==> src/sv/pps_pkg.sv <==
`default_nettype none

package pps_pkg;

  // sequencer states
  typedef enum logic [4:0] {
    ST_IDLE,
    ST_LA_MUL,
    ST_LA_DIV,
    ST_SQ_X,
    ST_SQ_Y,
    ST_LA_SQ,
    ST_GOAL,
    ST_FINISH,
    ST_SQRT,
    ST_MUL_VX,
    ST_MUL_VY,
    ST_NORM_INIT,
    ST_NORM,
    ST_CORDIC,
    ST_GAIN,
    ST_CLAMP,
    ST_SPD_MUL,
    ST_SPD_DIV,
    ST_SPD_DONE,
    ST_OUT
  } state_t;

  // result outcome codes
  typedef enum logic [2:0] {
    OC_DRIVE      = 3'd0,
    OC_SHORT_PATH = 3'd1,
    OC_NO_FORWARD = 3'd2,
    OC_AT_ORIGIN  = 3'd3,
    OC_TIMEOUT    = 3'd4
  } outcome_t;

  // configuration register indexes
  typedef enum logic [2:0] {
    CFG_LA_MIN    = 3'd0,
    CFG_LA_MAX    = 3'd1,
    CFG_SPD_TGT   = 3'd2,
    CFG_SPD_MAX   = 3'd3,
    CFG_WHEELBASE = 3'd4,
    CFG_GAIN      = 3'd5,
    CFG_MAX_ANGLE = 3'd6,
    CFG_TIMEOUT   = 3'd7
  } cfg_idx_t;

  localparam int          CFG_DATA_W  = 16;
  localparam int          DIV_W       = 30;  // dividend width of the shared divider
  localparam int          DIVISOR_W   = 16;
  localparam int          GAIN_FRAC   = 12;
  localparam int          NORM_HI_BIT = 40;  // CORDIC input normalization target
  localparam int          NORM_FAST   = 36;  // below this, normalize four bits at once
  localparam int          FWD_LIMIT   = -51; // -0.05 m
  localparam logic [13:0] SPEED_FLOOR = 14'd307;
  localparam int          ATAN_DEPTH  = 24;

  // atan(2^-i) in units of 2^-30 rad
  localparam logic [31:0] ATAN_Q30 [0:ATAN_DEPTH-1] = '{
    32'd843314857, 32'd497837829, 32'd263043837, 32'd133525159, 32'd67021687,
    32'd33543516,  32'd16775851,  32'd8388437,   32'd4194283,   32'd2097149,
    32'd1048576,   32'd524288,    32'd262144,    32'd131072,    32'd65536,
    32'd32768,     32'd16384,     32'd8192,      32'd4096,      32'd2048,
    32'd1024,      32'd512,       32'd256,       32'd128
  };

endpackage

`default_nettype wire

==> src/sv/pure_pursuit_steering_unit.sv <==
// Pure-pursuit steering unit with adaptive lookahead.
// Input channel (in_valid/in_ready) takes path points and 100 ms timer ticks.
// Points of one path arrive in order; in_last_point marks the final one.
// Result channel (out_valid/out_ready) carries steer, speed and outcome; a
// result follows the final point of each path and a tick past the timeout.
// Configuration writes (cfg_we/cfg_index/cfg_data) take effect at once and
// are expected only while the unit is idle.
// A tick is handled in the idle state. A path point passes the squaring and
// goal steps, plus, for the first point of a path with sound lookahead
// settings, a lookahead multiply and a 30-step divide. The final point adds
// a square root, normalization shifts, CORDIC and a speed divide; a stop
// skips these and goes straight to the output.
// One multiplier is shared by all multiply steps, one counter by all iterative steps.
// The unit takes no request while a path point is being processed.
// A finished result sits in the output register; a new request may still be
// accepted while the previous result is being taken, otherwise the unit
// waits until the output register is free.
// Reset (rst_n low, synchronous) restores the register defaults, clears
// the path state, the speed command and the idle tick count.
`default_nettype none

module pure_pursuit_steering_unit #(
  parameter int COORD_WIDTH     = 18,
  parameter int ANGLE_FRAC_BITS = 14,
  parameter int CORDIC_ITERS    = 16
) (
  input  wire logic                          clk,
  input  wire logic                          rst_n,
  // input channel
  input  wire logic                          in_valid,
  output logic                               in_ready,
  input  wire logic                          in_kind,
  input  wire logic signed [COORD_WIDTH-1:0] in_point_x,
  input  wire logic signed [COORD_WIDTH-1:0] in_point_y,
  input  wire logic                          in_last_point,
  // result channel
  output logic                               out_valid,
  input  wire logic                          out_ready,
  output logic signed [15:0]                 out_steer,
  output logic [13:0]                        out_speed,
  output logic [2:0]                         out_outcome,
  // configuration
  input  wire logic                          cfg_we,
  input  wire logic [2:0]                    cfg_index,
  input  wire logic [pps_pkg::CFG_DATA_W-1:0] cfg_data
);

  localparam int CW  = COORD_WIDTH;
  localparam int AF  = ANGLE_FRAC_BITS;
  localparam int MW0 = (CW > AF + 2) ? CW : AF + 2;
  localparam int MW  = (MW0 > 21) ? MW0 : 21;           // multiplier operand width
  localparam int PW  = 2 * MW;                          // product width
  localparam int SW  = 2 * CW;                          // squared magnitude width
  localparam int VW  = (CW + 15 > 41) ? CW + 15 : 41;   // CORDIC input magnitude
  localparam int XW  = VW + 3;                          // CORDIC x/y width
  localparam int ZW  = AF + 3;                          // CORDIC angle width
  localparam int RW  = CW + 1;                          // square root remainder
  localparam int DW  = pps_pkg::DIV_W;
  localparam int DVW = pps_pkg::DIVISOR_W;
  localparam int GAIN_SHIFT = pps_pkg::GAIN_FRAC;

  localparam logic signed [CW-1:0] FWD_LIMIT = CW'(pps_pkg::FWD_LIMIT);

  // ---------------------------------------------------------------------
  // configuration registers
  logic [14:0] la_min_r, la_max_r, max_ang_r;
  logic [13:0] spd_tgt_r, spd_max_r;
  logic [12:0] wb_r;
  logic [15:0] gain_r;
  logic [7:0]  tmo_r;

  always_ff @(posedge clk) begin
    if (!rst_n) begin
      la_min_r  <= 15'd819;
      la_max_r  <= 15'd3072;
      spd_tgt_r <= 14'd1536;
      spd_max_r <= 14'd3072;
      wb_r      <= 13'd328;
      gain_r    <= 16'd4096;
      max_ang_r <= 15'd6554;
      tmo_r     <= 8'd5;
    end else if (cfg_we) begin
      unique case (pps_pkg::cfg_idx_t'(cfg_index))
        pps_pkg::CFG_LA_MIN:    la_min_r  <= cfg_data[14:0];
        pps_pkg::CFG_LA_MAX:    la_max_r  <= cfg_data[14:0];
        pps_pkg::CFG_SPD_TGT:   spd_tgt_r <= cfg_data[13:0];
        pps_pkg::CFG_SPD_MAX:   spd_max_r <= cfg_data[13:0];
        pps_pkg::CFG_WHEELBASE: wb_r      <= cfg_data[12:0];
        pps_pkg::CFG_GAIN:      gain_r    <= cfg_data;
        pps_pkg::CFG_MAX_ANGLE: max_ang_r <= cfg_data[14:0];
        pps_pkg::CFG_TIMEOUT:   tmo_r     <= cfg_data[7:0];
        default: ;
      endcase
    end
  end

  // ---------------------------------------------------------------------
  // registers
  pps_pkg::state_t state_r, state_nxt;

  logic [13:0]          spd_cmd_r, spd_cmd_nxt;
  logic [7:0]           idle_r, idle_nxt;
  logic                 in_msg_r, in_msg_nxt;
  logic [1:0]           pts_r, pts_nxt;
  logic [14:0]          la_r, la_nxt;
  logic signed [CW-1:0] gx_r, gx_nxt, gy_r, gy_nxt;
  logic [1:0]           gstat_r, gstat_nxt;
  logic [SW-1:0]        gmag_r, gmag_nxt;

  logic signed [CW-1:0] px_r, px_nxt, py_r, py_nxt;
  logic                 last_r, last_nxt;

  logic [SW-1:0]        acc_r, acc_nxt;
  logic [PW-1:0]        prod_r, prod_nxt;
  logic [DW-1:0]        dq_r, dq_nxt;
  logic [DVW-1:0]       rem_r, rem_nxt, dv_r, dv_nxt;
  logic [SW-1:0]        sq_op_r, sq_op_nxt;
  logic [RW-1:0]        sq_rem_r, sq_rem_nxt;
  logic [CW-1:0]        root_r, root_nxt;
  logic signed [XW-1:0] cx_r, cx_nxt, cy_r, cy_nxt;
  logic signed [ZW-1:0] cz_r, cz_nxt;
  logic [5:0]           cnt_r, cnt_nxt;
  logic [14:0]          mag_r, mag_nxt;

  logic signed [15:0]   res_steer_r, res_steer_nxt;
  logic [13:0]          res_speed_r, res_speed_nxt;
  logic [2:0]           res_code_r, res_code_nxt;

  logic                 out_valid_r, out_valid_nxt;
  logic signed [15:0]   out_steer_r, out_steer_nxt;
  logic [13:0]          out_speed_r, out_speed_nxt;
  logic [2:0]           out_code_r, out_code_nxt;

  // ---------------------------------------------------------------------
  // handshake
  logic out_free, in_fire, tick_fire, point_fire;

  assign out_free   = !out_valid_r || out_ready;
  assign in_ready   = (state_r == pps_pkg::ST_IDLE) && out_free;
  assign in_fire    = in_valid && in_ready;
  assign tick_fire  = in_fire && in_kind;
  assign point_fire = in_fire && !in_kind;

  assign out_valid   = out_valid_r;
  assign out_steer   = out_steer_r;
  assign out_speed   = out_speed_r;
  assign out_outcome = out_code_r;

  // ---------------------------------------------------------------------
  // helper values
  logic        la_degen;
  logic [13:0] s_pick, s_clip;
  logic [CW-1:0] ax, ay, agy;

  assign la_degen = (la_max_r < la_min_r) || (spd_max_r == 14'd0);
  assign s_pick   = (spd_cmd_r >= 14'd2) ? spd_cmd_r : spd_tgt_r;
  assign s_clip   = (s_pick > spd_max_r) ? spd_max_r : s_pick;
  assign ax       = px_r[CW-1] ? CW'(-px_r) : px_r;
  assign ay       = py_r[CW-1] ? CW'(-py_r) : py_r;
  assign agy      = gy_r[CW-1] ? CW'(-gy_r) : gy_r;

  // clipped CORDIC angle
  logic [AF+1:0] ang;
  assign ang = cz_r[ZW-1] ? '0 : cz_r[AF+1:0];

  // gain product with the fraction dropped
  logic [PW-GAIN_SHIFT-1:0] gain_whole;
  assign gain_whole = prod_r[PW-1:GAIN_SHIFT];

  // shared multiplier
  logic [MW-1:0] mul_a, mul_b;
  logic [PW-1:0] mul_p;

  always_comb begin
    mul_a = '0;
    mul_b = '0;
    unique case (state_r)
      pps_pkg::ST_LA_MUL: begin
        mul_a = MW'(s_clip);
        mul_b = MW'(la_max_r - la_min_r);
      end
      pps_pkg::ST_SQ_X: begin
        mul_a = MW'(ax);
        mul_b = MW'(ax);
      end
      pps_pkg::ST_SQ_Y: begin
        mul_a = MW'(ay);
        mul_b = MW'(ay);
      end
      pps_pkg::ST_LA_SQ: begin
        mul_a = MW'(la_r);
        mul_b = MW'(la_r);
      end
      pps_pkg::ST_MUL_VX: begin
        mul_a = MW'(la_r);
        mul_b = MW'(root_r);
      end
      pps_pkg::ST_MUL_VY: begin
        mul_a = MW'({wb_r, 1'b0});
        mul_b = MW'(agy);
      end
      pps_pkg::ST_GAIN: begin
        mul_a = MW'(ang);
        mul_b = MW'(gain_r);
      end
      pps_pkg::ST_SPD_MUL: begin
        mul_a = MW'(spd_tgt_r);
        mul_b = MW'({max_ang_r, 1'b0} - {1'b0, mag_r});
      end
      default: ;
    endcase
  end

  assign mul_p = mul_a * mul_b;

  // divider step: one quotient bit per cycle
  logic [DVW:0]   div_sh;
  logic           div_ge;
  logic [DVW-1:0] div_rem;
  logic [DW-1:0]  div_q;

  assign div_sh  = {rem_r, dq_r[DW-1]};
  assign div_ge  = div_sh >= {1'b0, dv_r};
  assign div_rem = div_ge ? DVW'(div_sh - {1'b0, dv_r}) : DVW'(div_sh);
  assign div_q   = {dq_r[DW-2:0], div_ge};

  // square root step: one root bit per cycle
  logic [RW+1:0] sq_t, sq_trial;
  logic          sq_ge;

  assign sq_t     = {sq_rem_r, sq_op_r[SW-1:SW-2]};
  assign sq_trial = (RW+2)'({root_r, 2'b01});
  assign sq_ge    = sq_t >= sq_trial;

  // CORDIC vectoring step
  logic [31:0]          atan_raw, atan_rnd;
  logic signed [ZW-1:0] atan_a;
  logic signed [XW-1:0] cdx, cdy;
  logic                 norm_fast, norm_more;

  assign atan_raw  = pps_pkg::ATAN_Q30[cnt_r[4:0]];
  assign atan_rnd  = (atan_raw + (32'd1 << (29 - AF))) >> (30 - AF);
  assign atan_a    = ZW'(atan_rnd);
  assign cdx       = cy_r >>> cnt_r[4:0];
  assign cdy       = cx_r >>> cnt_r[4:0];
  assign norm_fast = (cx_r[XW-1:pps_pkg::NORM_FAST] == '0) &&
                     (cy_r[XW-1:pps_pkg::NORM_FAST] == '0);
  assign norm_more = (cx_r[XW-1:pps_pkg::NORM_HI_BIT] == '0) &&
                     (cy_r[XW-1:pps_pkg::NORM_HI_BIT] == '0);

  // final speed clamp
  logic [13:0] spd_q, spd_lo, spd_fin;
  assign spd_q   = dq_r[13:0];
  assign spd_lo  = (spd_q < pps_pkg::SPEED_FLOOR) ? pps_pkg::SPEED_FLOOR : spd_q;
  assign spd_fin = (spd_lo > spd_max_r) ? spd_max_r : spd_lo;

  logic goal_take;
  assign goal_take = (gstat_r != 2'd2) && (px_r >= FWD_LIMIT);

  // ---------------------------------------------------------------------
  // next state
  always_comb begin
    state_nxt = state_r;
    unique case (state_r)
      pps_pkg::ST_IDLE: begin
        if (point_fire) begin
          if (!in_msg_r && !la_degen) state_nxt = pps_pkg::ST_LA_MUL;
          else                        state_nxt = pps_pkg::ST_SQ_X;
        end
      end
      pps_pkg::ST_LA_MUL: state_nxt = pps_pkg::ST_LA_DIV;
      pps_pkg::ST_LA_DIV: begin
        if (cnt_r == 6'(DW - 1)) state_nxt = pps_pkg::ST_SQ_X;
      end
      pps_pkg::ST_SQ_X:   state_nxt = pps_pkg::ST_SQ_Y;
      pps_pkg::ST_SQ_Y:   state_nxt = pps_pkg::ST_LA_SQ;
      pps_pkg::ST_LA_SQ:  state_nxt = pps_pkg::ST_GOAL;
      pps_pkg::ST_GOAL:   state_nxt = last_r ? pps_pkg::ST_FINISH : pps_pkg::ST_IDLE;
      pps_pkg::ST_FINISH: begin
        priority if (pts_r < 2'd2)            state_nxt = pps_pkg::ST_OUT;
        else if (gstat_r == 2'd0)             state_nxt = pps_pkg::ST_OUT;
        else if (gmag_r <= SW'(1))            state_nxt = pps_pkg::ST_OUT;
        else                                  state_nxt = pps_pkg::ST_SQRT;
      end
      pps_pkg::ST_SQRT: begin
        if (cnt_r == 6'(CW - 1)) state_nxt = pps_pkg::ST_MUL_VX;
      end
      pps_pkg::ST_MUL_VX:    state_nxt = pps_pkg::ST_MUL_VY;
      pps_pkg::ST_MUL_VY:    state_nxt = pps_pkg::ST_NORM_INIT;
      pps_pkg::ST_NORM_INIT: begin
        state_nxt = (prod_r == '0) ? pps_pkg::ST_GAIN : pps_pkg::ST_NORM;
      end
      pps_pkg::ST_NORM: begin
        if (!norm_more) state_nxt = pps_pkg::ST_CORDIC;
      end
      pps_pkg::ST_CORDIC: begin
        if (cnt_r == 6'(CORDIC_ITERS - 1)) state_nxt = pps_pkg::ST_GAIN;
      end
      pps_pkg::ST_GAIN:    state_nxt = pps_pkg::ST_CLAMP;
      pps_pkg::ST_CLAMP:   state_nxt = pps_pkg::ST_SPD_MUL;
      pps_pkg::ST_SPD_MUL: begin
        state_nxt = (max_ang_r == 15'd0) ? pps_pkg::ST_SPD_DONE : pps_pkg::ST_SPD_DIV;
      end
      pps_pkg::ST_SPD_DIV: begin
        if (cnt_r == 6'(DW - 1)) state_nxt = pps_pkg::ST_SPD_DONE;
      end
      pps_pkg::ST_SPD_DONE: state_nxt = pps_pkg::ST_OUT;
      pps_pkg::ST_OUT: begin
        if (out_free) state_nxt = pps_pkg::ST_IDLE;
      end
      default: state_nxt = pps_pkg::ST_IDLE;
    endcase
  end

  // ---------------------------------------------------------------------
  // datapath
  always_comb begin
    spd_cmd_nxt   = spd_cmd_r;
    idle_nxt      = idle_r;
    in_msg_nxt    = in_msg_r;
    pts_nxt       = pts_r;
    la_nxt        = la_r;
    gx_nxt        = gx_r;
    gy_nxt        = gy_r;
    gstat_nxt     = gstat_r;
    gmag_nxt      = gmag_r;
    px_nxt        = px_r;
    py_nxt        = py_r;
    last_nxt      = last_r;
    acc_nxt       = acc_r;
    prod_nxt      = prod_r;
    dq_nxt        = dq_r;
    rem_nxt       = rem_r;
    dv_nxt        = dv_r;
    sq_op_nxt     = sq_op_r;
    sq_rem_nxt    = sq_rem_r;
    root_nxt      = root_r;
    cx_nxt        = cx_r;
    cy_nxt        = cy_r;
    cz_nxt        = cz_r;
    cnt_nxt       = cnt_r;
    mag_nxt       = mag_r;
    res_steer_nxt = res_steer_r;
    res_speed_nxt = res_speed_r;
    res_code_nxt  = res_code_r;
    out_valid_nxt = out_valid_r && !out_ready;
    out_steer_nxt = out_steer_r;
    out_speed_nxt = out_speed_r;
    out_code_nxt  = out_code_r;

    unique case (state_r)
      pps_pkg::ST_IDLE: begin
        // timer tick: count idle time, stop once past the timeout
        if (tick_fire) begin
          if (idle_r != 8'hFF) idle_nxt = idle_r + 8'd1;
          if (idle_r >= tmo_r) begin
            spd_cmd_nxt   = '0;
            out_valid_nxt = 1'b1;
            out_steer_nxt = '0;
            out_speed_nxt = '0;
            out_code_nxt  = pps_pkg::OC_TIMEOUT;
          end
        end
        // path point: latch it, open a new path if needed
        if (point_fire) begin
          idle_nxt = '0;
          px_nxt   = in_point_x;
          py_nxt   = in_point_y;
          last_nxt = in_last_point;
          if (!in_msg_r) begin
            in_msg_nxt = 1'b1;
            pts_nxt    = 2'd1;
            gstat_nxt  = 2'd0;
            if (la_degen) la_nxt = la_min_r;
          end else if (pts_r < 2'd2) begin
            pts_nxt = pts_r + 2'd1;
          end
        end
      end
      pps_pkg::ST_LA_MUL: begin
        dq_nxt  = mul_p[DW-1:0];
        rem_nxt = '0;
        dv_nxt  = DVW'(spd_max_r);
        cnt_nxt = '0;
      end
      pps_pkg::ST_LA_DIV: begin
        dq_nxt  = div_q;
        rem_nxt = div_rem;
        cnt_nxt = cnt_r + 6'd1;
        if (cnt_r == 6'(DW - 1)) la_nxt = la_min_r + div_q[14:0];
      end
      pps_pkg::ST_SQ_X: prod_nxt = mul_p;
      pps_pkg::ST_SQ_Y: begin
        prod_nxt = mul_p;
        acc_nxt  = prod_r[SW-1:0];
      end
      pps_pkg::ST_LA_SQ: begin
        prod_nxt = mul_p;
        acc_nxt  = acc_r + prod_r[SW-1:0];
      end
      // update the running pick; lock it once the lookahead is reached
      pps_pkg::ST_GOAL: begin
        if (goal_take) begin
          gx_nxt    = px_r;
          gy_nxt    = py_r;
          gmag_nxt  = acc_r;
          gstat_nxt = (PW'(acc_r) >= prod_r) ? 2'd2 : 2'd1;
        end
        if (last_r) in_msg_nxt = 1'b0;
      end
      pps_pkg::ST_FINISH: begin
        res_steer_nxt = '0;
        res_speed_nxt = '0;
        sq_op_nxt     = gmag_r;
        sq_rem_nxt    = '0;
        root_nxt      = '0;
        cnt_nxt       = '0;
        priority if (pts_r < 2'd2) begin
          res_code_nxt = pps_pkg::OC_SHORT_PATH;
          spd_cmd_nxt  = '0;
        end else if (gstat_r == 2'd0) begin
          res_code_nxt = pps_pkg::OC_NO_FORWARD;
          spd_cmd_nxt  = '0;
        end else if (gmag_r <= SW'(1)) begin
          res_code_nxt = pps_pkg::OC_AT_ORIGIN;
          spd_cmd_nxt  = '0;
        end else begin
          res_code_nxt = pps_pkg::OC_DRIVE;
        end
      end
      pps_pkg::ST_SQRT: begin
        sq_rem_nxt = sq_ge ? RW'(sq_t - sq_trial) : RW'(sq_t);
        root_nxt   = {root_r[CW-2:0], sq_ge};
        sq_op_nxt  = {sq_op_r[SW-3:0], 2'b00};
        cnt_nxt    = cnt_r + 6'd1;
      end
      pps_pkg::ST_MUL_VX: prod_nxt = mul_p;
      pps_pkg::ST_MUL_VY: begin
        prod_nxt = mul_p;
        cx_nxt   = XW'(prod_r[VW-1:0]);
      end
      pps_pkg::ST_NORM_INIT: begin
        cy_nxt  = XW'(prod_r[VW-1:0]);
        cz_nxt  = '0;
        cnt_nxt = '0;
      end
      // scale both inputs up until one reaches bit 40
      pps_pkg::ST_NORM: begin
        if (norm_fast) begin
          cx_nxt = cx_r <<< 4;
          cy_nxt = cy_r <<< 4;
        end else if (norm_more) begin
          cx_nxt = cx_r <<< 1;
          cy_nxt = cy_r <<< 1;
        end
      end
      pps_pkg::ST_CORDIC: begin
        if (cy_r > 0) begin
          cx_nxt = cx_r + cdx;
          cy_nxt = cy_r - cdy;
          cz_nxt = cz_r + atan_a;
        end else begin
          cx_nxt = cx_r - cdx;
          cy_nxt = cy_r + cdy;
          cz_nxt = cz_r - atan_a;
        end
        cnt_nxt = cnt_r + 6'd1;
      end
      pps_pkg::ST_GAIN: prod_nxt = mul_p;
      pps_pkg::ST_CLAMP: begin
        mag_nxt = (gain_whole > (PW-GAIN_SHIFT)'(max_ang_r)) ? max_ang_r
                                                             : gain_whole[14:0];
      end
      // speed lowered in turns: target * (2m - |steer|) / 2m
      pps_pkg::ST_SPD_MUL: begin
        cnt_nxt = '0;
        rem_nxt = '0;
        dv_nxt  = DVW'({max_ang_r, 1'b0});
        if (max_ang_r == 15'd0) dq_nxt = DW'(spd_tgt_r);
        else                    dq_nxt = mul_p[DW-1:0];
      end
      pps_pkg::ST_SPD_DIV: begin
        dq_nxt  = div_q;
        rem_nxt = div_rem;
        cnt_nxt = cnt_r + 6'd1;
      end
      pps_pkg::ST_SPD_DONE: begin
        spd_cmd_nxt   = spd_fin;
        res_speed_nxt = spd_fin;
        res_code_nxt  = pps_pkg::OC_DRIVE;
        res_steer_nxt = gy_r[CW-1] ? (16'sd0 - $signed({1'b0, mag_r}))
                                   : $signed({1'b0, mag_r});
      end
      pps_pkg::ST_OUT: begin
        if (out_free) begin
          out_valid_nxt = 1'b1;
          out_steer_nxt = res_steer_r;
          out_speed_nxt = res_speed_r;
          out_code_nxt  = res_code_r;
        end
      end
      default: ;
    endcase
  end

  // ---------------------------------------------------------------------
  // control registers
  always_ff @(posedge clk) begin
    if (!rst_n) begin
      state_r     <= pps_pkg::ST_IDLE;
      spd_cmd_r   <= '0;
      idle_r      <= '0;
      in_msg_r    <= 1'b0;
      pts_r       <= '0;
      la_r        <= '0;
      gstat_r     <= '0;
      gx_r        <= '0;
      gy_r        <= '0;
      gmag_r      <= '0;
      cnt_r       <= '0;
      out_valid_r <= 1'b0;
    end else begin
      state_r     <= state_nxt;
      spd_cmd_r   <= spd_cmd_nxt;
      idle_r      <= idle_nxt;
      in_msg_r    <= in_msg_nxt;
      pts_r       <= pts_nxt;
      la_r        <= la_nxt;
      gstat_r     <= gstat_nxt;
      gx_r        <= gx_nxt;
      gy_r        <= gy_nxt;
      gmag_r      <= gmag_nxt;
      cnt_r       <= cnt_nxt;
      out_valid_r <= out_valid_nxt;
    end
  end

  // payload registers
  always_ff @(posedge clk) begin
    px_r        <= px_nxt;
    py_r        <= py_nxt;
    last_r      <= last_nxt;
    acc_r       <= acc_nxt;
    prod_r      <= prod_nxt;
    dq_r        <= dq_nxt;
    rem_r       <= rem_nxt;
    dv_r        <= dv_nxt;
    sq_op_r     <= sq_op_nxt;
    sq_rem_r    <= sq_rem_nxt;
    root_r      <= root_nxt;
    cx_r        <= cx_nxt;
    cy_r        <= cy_nxt;
    cz_r        <= cz_nxt;
    mag_r       <= mag_nxt;
    res_steer_r <= res_steer_nxt;
    res_speed_r <= res_speed_nxt;
    res_code_r  <= res_code_nxt;
    out_steer_r <= out_steer_nxt;
    out_speed_r <= out_speed_nxt;
    out_code_r  <= out_code_nxt;
  end

endmodule

`default_nettype wire

==> config.mk <==
export PLATFORM = sky130hd
export DESIGN_NAME = pure_pursuit_steering_unit
export DESIGN_NICKNAME = d
export VERILOG_FILES = /design/src/sv/pps_pkg.sv /design/src/sv/pure_pursuit_steering_unit.sv
export SDC_FILE = /design/constraint.sdc
export NUM_CORES = 2
export LEC_CHECK = 0
export ABC_AREA = 1
export ABC_CLOCK_PERIOD_IN_PS = 8760
export BUFFER_PORTS_ARGS = -buffer_cell sky130_fd_sc_hd__buf_2
export CELL_PAD_IN_SITES_DETAIL_PLACEMENT = 1
export CELL_PAD_IN_SITES_GLOBAL_PLACEMENT = 2
export CORE_MARGIN = 4
export CORE_UTILIZATION = 35
export CTS_BUF_LIST = sky130_fd_sc_hd__clkbuf_8
export CTS_CLUSTER_SIZE = 12
export DETAILED_ROUTE_END_ITERATION = 10
export PLACE_DENSITY_LB_ADDON = 0.1
export SLEW_MARGIN = 20
export SYNTH_ARGS = -nofsm -noshare
export SYNTH_HDL_FRONTEND = slang
export SYNTH_SLANG_ARGS = --single-unit
==> constraint.sdc <==
create_clock -name clk -period 8.76 [get_ports clk]
set_input_delay 0 -clock clk [delete_from_list [all_inputs] [get_ports clk]]
set_output_delay 0 -clock clk [all_outputs]
set_load 0.03 [all_outputs]
Yosys cells after proc, flatten, opt, wreduce, memory -nomap -nowiden
Memory sizes are Yosys's and may differ from the RTL's.
Cells that the tools add are included.

word-level totals
  output and inout port bits = 35
  input bits = 62
  logic and storage cells = 289
  register bits = 654
  memory bits (read-only) = 1024
  memories = 1

memory list
  name              depth  bits a word  rd ports  clocked after Yosys merged registers in  write ports  line                               source
  (name not given)  32     32           1         0                                        0            pure_pursuit_steering_unit.sv:241  assign atan_raw = pps_pkg::ATAN_Q30[cnt_r[4:0]];

operators by class
  multiply operators = 1
  mux-type cells = 94
  equality and inequality tests = 47
  bitwise gates (word level) = 1
  magnitude comparators = 15
  shift operators = 2
  add/subtract/negate cells = 20
  reductions and logical operators = 68

operator list
  cell                                                 count
  2-to-1 mux 44 bit                                    6
  one-hot mux 44 bit (3 select lines)                  2
  one-hot mux 21 bit (8 select lines)                  1
  one-hot mux 36 bit (2 select lines)                  2
  2-to-1 mux 14 bit                                    10
  one-hot mux 16 bit (2 select lines)                  4
  one-hot mux 18 bit (7 select lines)                  1
  one-hot mux 5 bit (20 select lines)                  1
  2-to-1 mux 16 bit                                    6
  one-hot mux 30 bit (3 select lines)                  1
  adder 44 bit                                         2
  >>> shifter 44 x 5 -> 44 bit                         2
  subtractor 44 bit                                    2
  2-to-1 mux 15 bit                                    5
  2-to-1 mux 32 bit                                    2
  one-hot mux 14 bit (2 select lines)                  2
  2-to-1 mux 18 bit                                    3
  negation 18 bit                                      3
  2-to-1 mux 5 bit                                     10
  > comparator 44 x 1 -> 1 bit, second input constant  1
  greater-or-equal comparator 36 x 42 -> 1 bit         1
  logical NOT 42 bit                                   1
  multiplier 21 x 21 -> 42 bit                         1
  one-hot mux 14 bit (3 select lines)                  1
  other kinds (76)                                     178

Logic depth before layout (Yosys ltp)
  word-level depth = 8
  depth in mapped cells = 51
  gate-level depth less buffers = 49

Worst setup path after synthesis
No wires, ideal clock.

  kind = register -> register
  start point = reg spd_cmd_r[9]
  end point = reg dq_r[28] (data pin)
  library setup time = 0.267 ns
  setup slack = 0.578 ns
  clock period less this slack = 8.182 ns
  required time = 8.493 ns
  arrival = 7.916 ns
  buffers on the path = 2
  cell stages (with the launch flop) = 45
  path through = dfxtp_1 inv_1 nand4_1 nor2_1 nand2_1 o21ai_0 ha_1 inv_1 nor2_1 o21ai_0 o211ai_1 a21boi_0 o21ai_0 nand2_1 nand2_1 nand2_1 clkinv_1 buf_1 [9 not listed] fa_1 inv_1 fa_1 inv_1 fa_1 inv_1 fa_1 inv_1 ha_1 a21oi_1 inv_1 a31oi_1 a21boi_0 o21ai_0 a21boi_0 o21ai_0 xor2_1 o21ai_0

between the ends
  word-level cells in the longest chain between the ends = 8

RTL lines
  what                                         line                               source
  start: declaration                           pure_pursuit_steering_unit.sv:101  logic [13:0] spd_cmd_r, spd_cmd_nxt;
  start signal: assignment                     pure_pursuit_steering_unit.sv:524  spd_cmd_r <= spd_cmd_nxt;
  greater-or-equal comparator 14 x 2 -> 1 bit  pure_pursuit_steering_unit.sv:156  assign s_pick = (spd_cmd_r >= 14'd2) ? spd_cmd_r : spd_tgt_r;
  2-to-1 mux 14 bit (*)                        pure_pursuit_steering_unit.sv:156
  > comparator 14 bit                          pure_pursuit_steering_unit.sv:157  assign s_clip = (s_pick > spd_max_r) ? spd_max_r : s_pick;
  2-to-1 mux 14 bit (*)                        pure_pursuit_steering_unit.sv:157
  one-hot mux 18 bit (7 select lines) (*)      pure_pursuit_steering_unit.sv:177  unique case (state_r)
  multiplier 21 x 21 -> 42 bit (*)             pure_pursuit_steering_unit.sv:214  assign mul_p = mul_a * mul_b;
  2-to-1 mux 30 bit                            pure_pursuit_steering_unit.sv:479  if (max_ang_r == 15'd0) dq_nxt = DW'(spd_tgt_r);
  one-hot mux 30 bit (3 select lines) (*)      pure_pursuit_steering_unit.sv:351  unique case (state_r)
  via dq_nxt[28]                               pure_pursuit_steering_unit.sv:115  logic [DW-1:0] dq_r, dq_nxt;
  end signal: assignment                       pure_pursuit_steering_unit.sv:545  dq_r <= dq_nxt;
  end: declaration                             pure_pursuit_steering_unit.sv:115

The timed path passes the listed nets; every way through them passes the cells marked *.
A chain may end at the register's enable or synchronous reset.

Worst setup path in the final report
  start point = reg state_r[3]
  end point = reg dq_r[17] (data pin)

between the ends
  word-level cells in the longest chain between the ends = 6
  elaborated cells between the ends (all ways) = 17
  classes of those cells = mul (1); eq/ne (10); mux (4); reduce/logical (2)

RTL lines
  what                                                              line                               source
  start: declaration                                                pure_pursuit_steering_unit.sv:99   pps_pkg::state_t state_r, state_nxt;
  start signal: assignment                                          pure_pursuit_steering_unit.sv:510  state_r <= pps_pkg::ST_IDLE;
  start signal: assignment                                          pure_pursuit_steering_unit.sv:523  state_r <= state_nxt;
  == test 5 x 4 -> 1 bit or == test 5 x 3 -> 1 bit (tied branches)  pure_pursuit_steering_unit.sv:177
  OR reduction 2 bit (no line)                                      --
  one-hot mux 18 bit (7 select lines)                               pure_pursuit_steering_unit.sv:177
  multiplier 21 x 21 -> 42 bit                                      pure_pursuit_steering_unit.sv:214
  2-to-1 mux 30 bit                                                 pure_pursuit_steering_unit.sv:479
  one-hot mux 30 bit (3 select lines) (*)                           pure_pursuit_steering_unit.sv:351
  via dq_nxt[17]                                                    pure_pursuit_steering_unit.sv:115

Marks and branches as above.

==> reports/qor.csv <==
stage;metric;value;unit
timing;min_period;8524;ps
setup_path;path_depth;32;
cells_and_area;final_cell_area;0.07286;mm^2
logic_synthesis;dominantRegCellSynth;edfxtp_1;
floorplanning;die_h;434.3;um
clock_network;cts_tree;yes;
placed_design;gp_congestion;0.9782;
drt;drcViolationCount;0;
logic_synthesis;synth_edf_count;435;
placed_design;preCtsSetupSlack;-217.8;ps
global_routing;grt.busiest_layer;met2;
global_routing;grt_max_degree;129;
drt;wire_per_inst;26.31;um
floorplanning;die_w;434.3;um
logic_synthesis;yosys.area.top_type;edfxtp_1;
clock_network;numCtsBuffers;135;
global_routing;grt_use_met1;39.06;%
setup_path;slowest_stage;nor3_2;
timing;drv_slew;0;
logic_synthesis;synth_cells;8863;
timing;setup_ws;236.3;ps
logic_synthesis;synth_seq_cells;653;
power;power_density;196.2;mW/mm^2
floorplanning;coreArea;0.1807;mm^2
floorplanning;ios;97;
clock_network;cts.htree.levels;4;
power;leakage;0.03314;uW
timing;fmax;117.3;MHz
setup_path;timing.rr.end;dq_r[17]$_DFFE_PP_;
timing;fin_worst_skew;132.0;ps
run_status;status;completed;
power;vdd_drop_max;0.1517;mV
clock_network;clk_pin_slew;60;ps
logic_synthesis;ys_types;73;
setup_path;path_max_fanout;8;
setup_path;critPathCaptureType;flip-flop;
drt;vias_per_cell;5.481;
min_path;min_path_type;input port to flip-flop;
setup_path;ff2ff_path_depth;32;
setup_path;cp_data_required_time;9350;ps
floorplanning;die_area;0.1886;mm^2
drt;first_pass_iters;7;
global_routing;use_met2;56.40;%
timing;tns;0;ps
clock_network;cts_sinks;653;
placed_design;hpwl;251400;um
global_routing;grt_usage;32.38;%
logic_synthesis;synthMostInstantiatedCell;nand2_1;
logic_synthesis;synth_area_per_cell;7.176;um^2
timing;setup_viol;0;
setup_path;critPathKind;flip-flop to flip-flop;
setup_path;endpoint;dq_r[17]$_DFFE_PP_;
placed_design;dpl_cell_area;0.06859;mm^2
floorplanning;rows;156;
job;drv_cap;0;
logic_synthesis;syn_area;0.06360;mm^2
logic_synthesis;synthTopCellsByCount;1933 x nand2_1, 1295 x inv_1, 808 x nor2_1;
cells_and_area;syn_to_final_growth;14.56;%
setup_path;rr_startpoint;state_r[3]$_SDFFE_PN0P_;
timing;finalCritPeriodShare;97.30;%
cells_and_area;layout.nets;10095;
global_routing;grt_use_met3;3.569;%
drt;wl;309400;um
setup_path;critPathMostFrequentCell;buf_4;
logic_synthesis;synth_warnings;0;
clock_network;clock_latency;950;ps
timing;hold_violations;0;
timing;max_slew_margin;21.89;%
clock_network;cts_buffer_depth;3;
global_routing;gr-total-overflow;0;
drt;final_antenna_net_count;0;
logic_synthesis;yosysSeqAreaShare;27.40;%
global_routing;first_global_vias;67237;
setup_path;cp_num_buf_inv;12;
cells_and_area;drive_above_1_share;9.365;%
logic_synthesis;ys_top_cells_by_area;edfxtp_1 21%, nand2_1 11%, fa_1 9.9%;
global_routing;antenna_found_initial;9;
setup_path;cp-start-kind;flip-flop;
drt;routed-via-count;64465;
setup_path;startpoint;state_r[3]$_SDFFE_PN0P_;
setup_path;worstPathArrival;9110;ps
logic_synthesis;synth_top_area_share;20.54;%
timing;worst-slew-pin-transition;1170;ps
clock_network;clock-root-buffer;clkbuf_8;
global_routing;grt_pass1_wl;451100;um
placed_design;portBuffers;96;
floorplanning;initial_core_util;35.19;%
setup_path;slowest_delay;600;ps
logic_synthesis;synthArstFlopShare;0;%
setup_path;cp_top_family;adder cells;
drt;drt-initial-drc-count;4454;
setup_path;reg2reg_slack;240;ps
cells_and_area;utilization;40.31;%
how the worst min path moves through the flow:
stage                                    endpoint  cells past startpoint            from  slack [ps]
after floorplan                  last_r$_DFFE_PP_                      0   in_last_point         100
after global placement          px_r[1]$_DFFE_PP_                      1   in_point_x[1]         180
after detailed placement       py_r[13]$_DFFE_PP_                      1  in_point_y[13]         180
after CTS                 gain_r[14]$_SDFFE_PN0P_                      4    cfg_data[14]          50
after global routing        wb_r[10]$_SDFFE_PN0P_                      4    cfg_data[10]         120
final                     gain_r[14]$_SDFFE_PN0P_                      4    cfg_data[14]         140
timing repair:
| item | 4_1_cts | 5_1_grt |
|---|---|---|
| endpoints found under the hold margin | 218 | 0 |
| pin swaps | 0 | 39 |
| gates cloned | 0 | 0 |
| buffers inserted | 0 | 6 |
| gates resized for setup | 13 | 103 |
| endpoints found under the setup margin | 33 | 42 |
| hold buffers | 115 | 0 |
layout make-up:
cell class	instances	area [um^2]
fill	22679	107900
timing repair buffer	565	4459
multi-input combinational	6586	40300
tap	2370	2965
inverter	1335	5019
clock buffer	147	2023
antenna	6	15.01
sequential	653	17440
clock inverter	100	643.1
sequential cells by signal, summed over array words and instances (netlist names), 19 cells and up:
| register | cells |
|---|---|
| prod_r | 42 |
| gmag_r | 36 |
| cy_r | 44 |
| dq_r | 30 |
| cx_r | 44 |
| acc_r | 36 |
| sq_op_r | 36 |
| sq_rem_r | 19 |
placed cells by master, fill, tap and decap left out, types with 49 or more instances in the layout:
master         Yosys  final
ha_1             443    430
nor2_1           808    797
dfxtp_1          218    212
buf_4             17    338
nand4_1           75     75
nor3_1           105     99
o211ai_1         100    100
edfxtp_1         435    435
dlygate4sd3_1      0    115
xor2_1           149    148
nand2_1         1933   1916
a31oi_1           51     49
xnor2_1           68     68
clkbuf_8           0    147
a21oi_1          643    627
inv_1           1295   1317
buf_2             67     95
o21ai_0          687    666
fa_1             314    312
nand3_1          746    744
per-layer routing:
metal	vias to the layer above	routed length, um
li1	30122	-
met1	32049	127400
met2	1695	149400
met3	597	12590
met4	2	20030
met5	-	12
report_power, final:
part | internal, uW | total, uW | switching, uW
combinational | 2140 | 7040 | 4900
clock | 1690 | 3330 | 1640
sequential | 3670 | 3920 | 249
total | 7510 | 14300 | 6790
per-stage QoR:
step | hold slack, ps | cells | total power (uW)
after global routing | 119.7 | 11757 | 15160
after floorplan | 98.87 | 8888 | 7985
final | 142.4 | 11762 | 14300
after global placement | 177.0 | 11388 | 10710
after detailed placement | 178.3 | 11388 | 10790
after CTS | 52.07 | 11750 | 14220
worst min-delay path, stage by stage:
cell           delay [ps]
dlygate4sd3_1         530
buf_2                 230
nor2_1                130
nor2_1                 50
cell families (layout without fill, tap and decap cells):
family                   count (synthesis)  in the layout  synth area share [%]
AO/OA/AOI/OAI                         1734           1734                 15.23
adder cells (fa/ha/maj)                757            757                 18.60
AND/OR/NAND/NOR                       3851           3851                 25.65
flip-flops                             653            653                 27.40
other                                    2             33               0.01181
buffers and inverters                 1649           2147                 10.12
XOR/XNOR                               217            217                 2.988
Power figures use the tool's default switching activity.
